**config.mk**
```make
export PLATFORM = sky130hd
export DESIGN_NAME = i2c_master_transfer_sequencer_core
export DESIGN_NICKNAME = d
export VERILOG_FILES = /design/src/rtl/core/i2c_mts_pkg.sv /design/src/rtl/core/i2c_master_transfer_sequencer_core.sv
export SDC_FILE = /design/constraint.sdc
export NUM_CORES = 1
export LEC_CHECK = 0
export BUFFER_PORTS_ARGS = -buffer_cell sky130_fd_sc_hd__buf_4
export CORE_MARGIN = 2
export CORE_UTILIZATION = 54
export DETAILED_ROUTE_END_ITERATION = 8
export GPL_ROUTABILITY_DRIVEN = 0
export MAX_ROUTING_LAYER = met4
export PLACE_DENSITY_LB_ADDON = 0.15
export SYNTH_ARGS = -nofsm -noshare
export SYNTH_HDL_FRONTEND = slang
export SYNTH_SLANG_ARGS = --single-unit
```
**constraint.sdc**
```tcl
create_clock -name i_clk -period 3.5 [get_ports i_clk]
set_input_delay 0.175 -clock i_clk [delete_from_list [all_inputs] [get_ports i_clk]]
set_output_delay 0.175 -clock i_clk [all_outputs]
set_load 0.03 [all_outputs]
```
**src/rtl/core/i2c_mts_pkg.sv**
```systemverilog
package i2c_mts_pkg;

    // Request and event selector
    localparam logic [1:0] FUNC_TX_REQ = 2'd0;
    localparam logic [1:0] FUNC_RX_REQ = 2'd1;
    localparam logic [1:0] FUNC_EVENT  = 2'd2;

    // Bus status codes
    localparam logic [3:0] ST_START     = 4'd0;
    localparam logic [3:0] ST_RSTART    = 4'd1;
    localparam logic [3:0] ST_SLAW_ACK  = 4'd2;
    localparam logic [3:0] ST_SLAW_NACK = 4'd3;
    localparam logic [3:0] ST_SLAR_ACK  = 4'd4;
    localparam logic [3:0] ST_SLAR_NACK = 4'd5;
    localparam logic [3:0] ST_TX_ACK    = 4'd6;
    localparam logic [3:0] ST_TX_NACK   = 4'd7;
    localparam logic [3:0] ST_RX_ACK    = 4'd8;
    localparam logic [3:0] ST_RX_NACK   = 4'd9;
    localparam logic [3:0] ST_BUS_ERR   = 4'd10;

    // Completion reports
    localparam logic [1:0] DONE_NONE   = 2'd0;
    localparam logic [1:0] DONE_TX     = 2'd1;
    localparam logic [1:0] DONE_RX     = 2'd2;
    localparam logic [1:0] DONE_BUSERR = 2'd3;

    // Transfer mode
    typedef enum logic [1:0] {
        MODE_READY = 2'd0,
        MODE_TX    = 2'd1,
        MODE_RX    = 2'd2
    } t_mode;

    // R/W bit of the address byte
    localparam logic RW_WRITE = 1'b0;
    localparam logic RW_READ  = 1'b1;

endpackage

```
**src/rtl/core/i2c_master_transfer_sequencer_core.sv**
```systemverilog
// Interrupt-style two-wire master transfer sequencer. Each accepted transaction is
// either a transmit or receive request or one bus status event, and yields exactly
// one result transaction that tells the bus driver what to do next (load the
// address or a data byte, release with ACK or NACK, stop) along with any received
// byte, its buffer position and a completion report. One transaction is accepted
// every clock cycle unless the input is stalled; its result appears in the output
// register on the following cycle, together with the update of the transfer state
// registers (mode, address, remaining count, position, keep-bus flag). The input
// stalls only while a result sits in the output register under a downstream
// stall; a result taken downstream in the same cycle frees the register for the
// next transaction, so back-to-back transactions see no gap.
module i2c_master_transfer_sequencer_core #(
    parameter int unsigned MAX_LENGTH = 65535
) (
    input  logic        i_clk,
    input  logic        i_rst_n,
    input  logic        i_valid,
    output logic        o_stall,
    input  logic [1:0]  i_func,
    input  logic [6:0]  i_slave_addr,
    input  logic [15:0] i_length,
    input  logic        i_keep_bus,
    input  logic [3:0]  i_status_code,
    input  logic [7:0]  i_tx_byte,
    input  logic [7:0]  i_rx_byte,
    output logic        o_valid,
    input  logic        i_stall,
    output logic        o_accepted,
    output logic        o_load_data,
    output logic [7:0]  o_data_out,
    output logic        o_release_res,
    output logic        o_send_ack,
    output logic        o_send_stop,
    output logic        o_rx_valid,
    output logic [7:0]  o_rx_data,
    output logic [15:0] o_byte_index,
    output logic [1:0]  o_done_event,
    output logic [1:0]  o_busy_mode
);

    localparam logic [15:0] MaxLen = 16'(MAX_LENGTH);

    // Transfer state
    i2c_mts_pkg::t_mode r_mode, n_mode;
    logic [6:0]  r_target_addr, n_target_addr;
    logic [15:0] r_remaining, n_remaining;
    logic [15:0] r_position, n_position;
    logic        r_hold_bus, n_hold_bus;

    // Result register
    logic        r_out_valid;
    logic        r_accepted, n_accepted;
    logic        r_load_data, n_load_data;
    logic [7:0]  r_data_out, n_data_out;
    logic        r_release_res, n_release_res;
    logic        r_send_ack, n_send_ack;
    logic        r_send_stop, n_send_stop;
    logic        r_rx_valid, n_rx_valid;
    logic [7:0]  r_rx_data, n_rx_data;
    logic [15:0] r_byte_index, n_byte_index;
    logic [1:0]  r_done_event, n_done_event;

    logic in_take;
    logic is_tx;
    logic is_rx;

    // Hold input only while a finished result is blocked downstream
    assign o_stall = r_out_valid & i_stall;
    assign in_take = i_valid & ~o_stall;
    assign is_tx   = (r_mode == i2c_mts_pkg::MODE_TX);
    assign is_rx   = (r_mode == i2c_mts_pkg::MODE_RX);

    // Decode the transaction into the next action and the next state
    always_comb begin
        n_mode        = r_mode;
        n_target_addr = r_target_addr;
        n_remaining   = r_remaining;
        n_position    = r_position;
        n_hold_bus    = r_hold_bus;
        n_accepted    = 1'b0;
        n_load_data   = 1'b0;
        n_data_out    = 8'd0;
        n_release_res = 1'b0;
        n_send_ack    = 1'b0;
        n_send_stop   = 1'b0;
        n_rx_valid    = 1'b0;
        n_rx_data     = 8'd0;
        n_byte_index  = 16'd0;
        n_done_event  = i2c_mts_pkg::DONE_NONE;

        if (i_func == i2c_mts_pkg::FUNC_TX_REQ || i_func == i2c_mts_pkg::FUNC_RX_REQ) begin
            // Take a request only when idle and the length is nonzero
            if (r_mode == i2c_mts_pkg::MODE_READY && i_length != 16'd0) begin
                n_target_addr = i_slave_addr;
                n_remaining   = (i_length > MaxLen) ? MaxLen : i_length;
                n_position    = 16'd0;
                n_hold_bus    = i_keep_bus;
                n_mode        = (i_func == i2c_mts_pkg::FUNC_TX_REQ) ?
                                i2c_mts_pkg::MODE_TX : i2c_mts_pkg::MODE_RX;
                n_accepted    = 1'b1;
            end
        end else if (i_func == i2c_mts_pkg::FUNC_EVENT) begin
            case (i_status_code)
                i2c_mts_pkg::ST_START, i2c_mts_pkg::ST_RSTART: begin
                    // Load the address byte with its R/W bit
                    if (is_tx || is_rx) begin
                        n_load_data   = 1'b1;
                        n_data_out    = {r_target_addr,
                                         is_tx ? i2c_mts_pkg::RW_WRITE : i2c_mts_pkg::RW_READ};
                        n_release_res = 1'b1;
                    end
                end
                i2c_mts_pkg::ST_SLAW_ACK, i2c_mts_pkg::ST_TX_ACK: begin
                    if (is_tx) begin
                        if (r_remaining != 16'd0) begin
                            // Load the next transmit byte
                            n_load_data   = 1'b1;
                            n_data_out    = i_tx_byte;
                            n_release_res = 1'b1;
                            n_byte_index  = r_position;
                            n_position    = r_position + 16'd1;
                            n_remaining   = r_remaining - 16'd1;
                        end else begin
                            n_send_stop   = ~r_hold_bus;
                            n_release_res = ~r_hold_bus;
                            n_done_event  = i2c_mts_pkg::DONE_TX;
                            n_mode        = i2c_mts_pkg::MODE_READY;
                            n_remaining   = 16'd0;
                        end
                    end
                end
                i2c_mts_pkg::ST_SLAW_NACK: begin
                    // Address NACK always stops
                    if (is_tx) begin
                        n_send_stop   = 1'b1;
                        n_release_res = 1'b1;
                        n_done_event  = i2c_mts_pkg::DONE_TX;
                        n_mode        = i2c_mts_pkg::MODE_READY;
                        n_remaining   = 16'd0;
                    end
                end
                i2c_mts_pkg::ST_TX_NACK: begin
                    if (is_tx) begin
                        n_send_stop   = ~r_hold_bus;
                        n_release_res = ~r_hold_bus;
                        n_done_event  = i2c_mts_pkg::DONE_TX;
                        n_mode        = i2c_mts_pkg::MODE_READY;
                        n_remaining   = 16'd0;
                    end
                end
                i2c_mts_pkg::ST_SLAR_ACK: begin
                    if (is_rx) begin
                        n_release_res = 1'b1;
                        n_send_ack    = (r_remaining > 16'd1);
                    end
                end
                i2c_mts_pkg::ST_SLAR_NACK: begin
                    if (is_rx) begin
                        n_send_stop   = 1'b1;
                        n_release_res = 1'b1;
                        n_done_event  = i2c_mts_pkg::DONE_RX;
                        n_mode        = i2c_mts_pkg::MODE_READY;
                        n_remaining   = 16'd0;
                    end
                end
                i2c_mts_pkg::ST_RX_ACK: begin
                    if (is_rx) begin
                        // Hand out the byte and ACK only if more than one byte remains after
                        if (r_remaining != 16'd0) begin
                            n_rx_valid   = 1'b1;
                            n_rx_data    = i_rx_byte;
                            n_byte_index = r_position;
                            n_position   = r_position + 16'd1;
                            n_remaining  = r_remaining - 16'd1;
                        end
                        n_send_ack    = (r_remaining > 16'd2);
                        n_release_res = 1'b1;
                    end
                end
                i2c_mts_pkg::ST_RX_NACK: begin
                    if (is_rx) begin
                        // Last byte: hand it out, keep the position, finish
                        if (r_remaining != 16'd0) begin
                            n_rx_valid   = 1'b1;
                            n_rx_data    = i_rx_byte;
                            n_byte_index = r_position;
                        end
                        n_send_stop   = ~r_hold_bus;
                        n_release_res = ~r_hold_bus;
                        n_done_event  = i2c_mts_pkg::DONE_RX;
                        n_mode        = i2c_mts_pkg::MODE_READY;
                        n_remaining   = 16'd0;
                    end
                end
                i2c_mts_pkg::ST_BUS_ERR: begin
                    // Bus error stops in any mode and leaves the state alone
                    n_send_stop   = 1'b1;
                    n_release_res = 1'b1;
                    n_done_event  = i2c_mts_pkg::DONE_BUSERR;
                end
                default: begin
                end
            endcase
        end
    end

    // Advance state and capture the result on each accepted transaction
    always_ff @(posedge i_clk) begin
        if (!i_rst_n) begin
            r_mode        <= i2c_mts_pkg::MODE_READY;
            r_target_addr <= 7'd0;
            r_remaining   <= 16'd0;
            r_position    <= 16'd0;
            r_hold_bus    <= 1'b0;
            r_out_valid   <= 1'b0;
        end else begin
            if (in_take) begin
                r_mode        <= n_mode;
                r_target_addr <= n_target_addr;
                r_remaining   <= n_remaining;
                r_position    <= n_position;
                r_hold_bus    <= n_hold_bus;
                r_out_valid   <= 1'b1;
            end else if (!i_stall) begin
                r_out_valid   <= 1'b0;
            end
        end
    end

    // Result payload, held while stalled
    always_ff @(posedge i_clk) begin
        if (in_take) begin
            r_accepted    <= n_accepted;
            r_load_data   <= n_load_data;
            r_data_out    <= n_data_out;
            r_release_res <= n_release_res;
            r_send_ack    <= n_send_ack;
            r_send_stop   <= n_send_stop;
            r_rx_valid    <= n_rx_valid;
            r_rx_data     <= n_rx_data;
            r_byte_index  <= n_byte_index;
            r_done_event  <= n_done_event;
        end
    end

    // Busy mode reported is the state after the transaction
    assign o_valid       = r_out_valid;
    assign o_accepted    = r_accepted;
    assign o_load_data   = r_load_data;
    assign o_data_out    = r_data_out;
    assign o_release_res = r_release_res;
    assign o_send_ack    = r_send_ack;
    assign o_send_stop   = r_send_stop;
    assign o_rx_valid    = r_rx_valid;
    assign o_rx_data     = r_rx_data;
    assign o_byte_index  = r_byte_index;
    assign o_done_event  = r_done_event;
    assign o_busy_mode   = r_mode;

endmodule

```
==> summary.md <==
| Metric | Value |
|---|---|
| Cells along the critical path | inv_1 > ha_1 > inv_1 > a41oi_1 > nor2_1 > or4_1 > or4b_1 > a21oi_1 |
| CTS max path bufs | 2 |
| # fillers | roughly 630 |
| Area growth syn-to-layout | 23.3% |
| Tmin final | roughly 2.7 ns |
| Synth Flop Type | dfxtp_1 |
| Worst min-delay path category | primary input to register |
| Num CTS Buffers | 9 |
| Tightest Pin Transition | between 0.8 and 0.9 ns |
| Initial antenna violation count | 0 |
| Slowest cell delay on critical path | approximately 0.7 ns |
| Top cells by area, synth | edfxtp_1 (28%), dfxtp_1 (20%), nor2_1 (4.4%) |
| DR pass1 iterations | 6 |
| Cell leakage power | roughly 0.002 uW |
| Die Y | ~93 microns |
| CTS clk-pin slew, worst paths | around 0.090 ns |
| Placed cell area | between 5000 and 6000 sq um |
| Post-synth EDFFs | 40 |
| CP endpoint kind | register |
| Worst setup SP type | register |
| Commonest non-fill, non-tap cell in the layout | buf_4 |
| Worst Path Max Fanout | 8 |
| Syn Inst Count | around 440 |
| Clk Latency, worst-skew pair | between 0.3 and 0.4 ns |
| DP Cell Count | 623 |
| Syn avg cell area | roughly 9.6 sq um |
| Die Wd | just over 90 microns |
| Cts repair resizes | 0 |
| Share of the synthesized area in the top cell type | between 20 and 30% |
| Total GRT Usage | 25.1% |
| I/O Buffers | 93 |
| Drt drc | 0 |
| FMAX | between 300 and 400 MHz |
| Io pins | between 90 and 100 |
| Vias in the first global route | roughly 3,500 |
| Starting density of the core | between 50% and 60% |
| Worst path slowest cell | or4_1 |
| Hold_buf cts | 0 |
| CTS tree | done |
| Via density | about 5.9 |
| Vias | ~3,800 |
| Yosys reg bits | 83 |
| Fin Setup TNS | 0 ns |
| Drt total wl | 10,100 microns |
| Sequential area share after synthesis | a little under 50% |
| Relative slew slack | ~43% |
| Final hold vios | 0 |
| WS Path Type | register to register |
| Ant. Diodes | 0 |
| Crit path top cell by count | inv_1 |
| Grt ovf | 0 |
| Post-synthesis async set-or-reset flop share | 0% |
| Cell variety after synth | 57 |
| Total core area | between 7000 and 8000 sq um |
| Max-slew violation count | 0 |
| Total power | 2280 uW |
| Final Non-Filler Cells | between 600 and 700 |
| Pwr Density | 436 nW/um^2 |
| Warnings from Yosys | 0 |
| CP Data Required Time | around 3.8 ns |
| Layout cell share with drive strength beyond 1 | roughly a quarter |
| Status | finished clean |
| Die ar. | between 8000 and 9000 sq um |
| 1st-iter DRT viols | 315 |
| # rows | 32 |
| Setup repair bufs after CTS | 0 |
| Synth area leader | edfxtp_1 |
| Syn Std Cell Area | around 4200 sq um |
| First-pass GRT wire length | approximately 17,000 microns |
| Final instance area | around 5200 sq um |
| Final setup violation count | 0 |
| Synthesized Nets | 503 |
| Most frequent cells in the layout | buf_4 (98), nor2_1 (50), dfxtp_1 (43) |
| IR drop worst, VDD | 0.254 mV |
| Final #Nets | ~590 |
| RSZ-0062 raised after global routing | no |
| H-tree Lvls | 3 |
| Hpwl dp | 7250 microns |
| Largest net degree at the start of global routing | 41 |
| Wire per inst | about 16 microns |
| Max-cap check violation count | 0 |
| Num Clock Sinks | 83 |
| Critical path data arrival time | about 3.0 ns |
| Fin crit share | 77.9% |
| Clock Skew | about 0.012 ns |
| Post-DRT Antenna Nets | 0 |
| Root Driver | clkbuf_8 |
==> cell type report <==
type / count / area [sq um] / area share, %
tap: 102 / 128 / 2.44
sequential: 83 / 2060 / 39.4
timing repair buffer: 98 / 736 / 14.0
clock inverter: 4 / 52.6 / 1.00
clock buffer: 12 / 166 / 3.18
inverter: 16 / 60.1 / 1.15
multi-input combinational: 324 / 2030 / 38.8
==> worst max-delay path: cells and delay by family, from the launching register on <==
family	cells	cell delay, ns
DFF	1	0.35
adders and majority gates	1	0.16
and+or+nand+nor	3	1.37
buffers and inverters	2	0.17
AOI/OAI and AO/OA	2	0.59
==> registers in the layout, summed over array words and instances (netlist names) <==
| register | count |
|---|---|
| o_accepted | 1 |
| o_busy_mode | 2 |
| o_byte_index | 16 |
| o_data_out | 8 |
| o_done_event | 2 |
| o_load_data | 1 |
| o_release_res | 1 |
| o_rx_data | 8 |
| o_rx_valid | 1 |
| o_send_ack | 1 |
| o_send_stop | 1 |
| o_valid | 1 |
| r_hold_bus | 1 |
| r_position | 16 |
| r_remaining | 16 |
| r_target_addr | 7 |
==> path summary, 6_finish.rpt <==
check                                                endpoint  depth (start not counted)                          from  slack, ns
worst min register to register   r_remaining[10]$_SDFFE_PN0P_                          2  r_remaining[10]$_SDFFE_PN0P_       0.48
worst max-delay path               r_position[9]$_SDFFE_PN0P_                          8   o_busy_mode[0]$_SDFFE_PN0P_       0.77
worst max register to register     r_position[9]$_SDFFE_PN0P_                          8   o_busy_mode[0]$_SDFFE_PN0P_       0.77
worst min-delay path            r_target_addr[0]$_SDFFE_PN0P_                          3               i_slave_addr[0]       0.06
==> kinds of logic after synthesis <==
family,after synthesis,share of synthesized area [%]
fa+ha+maj,9,2.65
buf+inv,37,3.62
compound gates,99,16.0
xor+xnor,7,1.44
flops,83,48.5
mux,17,4.03
simple gates,192,23.7
==> synthesized netlist by cell type, types with 2 or more instances <==
cell type	number
nor2_1	50
dfxtp_1	43
edfxtp_1	40
a21oi_1	30
nand2_1	30
and2_1	28
mux2i_1	16
inv_1	15
nand3_1	15
o21ai_0	15
clkbuf_1	14
nor4_1	12
nor3_1	11
a22oi_1	9
ha_1	9
or3_1	7
xnor2_1	7
buf_2	6
nand4_1	6
a32oi_1	5
and3_1	5
nor2b_1	5
o31ai_1	5
or4_1	5
a21o_1	4
a31oi_1	4
o211ai_1	4
or2_2	4
a211oi_1	3
nand2b_1	3
o21a_1	3
o32ai_1	3
a2111o_1	2
nor3b_1	2
nor4b_1	2
==> layer usage <==
metal / vias to the layer above / track usage (%) / share of wire [%]
met5: - / - / 0
met4: 0 / 7.35 / 1.5
met3: 13 / 5.13 / 7.7
met2: 184 / 40.1 / 48
met1: 1767 / 32.7 / 43
li1: 1811 / - / -
==> metrics by stage <==
stage          util, %  hold WS [ns]  setup slack, ns
3_5_place_dp      65.3         0.421            0.827
6_report          68.1        0.0615            0.773
2_1_floorplan        -         0.299            0.568
5_1_grt           68.1        0.0620            0.513
3_3_place_gp      65.3         0.410            0.854
4_1_cts           68.1        0.0529            0.805
==> power breakdown <==
group	total, uW	leakage, uW	internal (uW)	switching [uW]
combinational	461	0.00114	172	289
clock	738	0.000109	396	342
sequential	1080	0.000752	1060	25.5
total	2280	0.00200	1630	657
No activity file was read; power rests on OpenSTA's default activity.
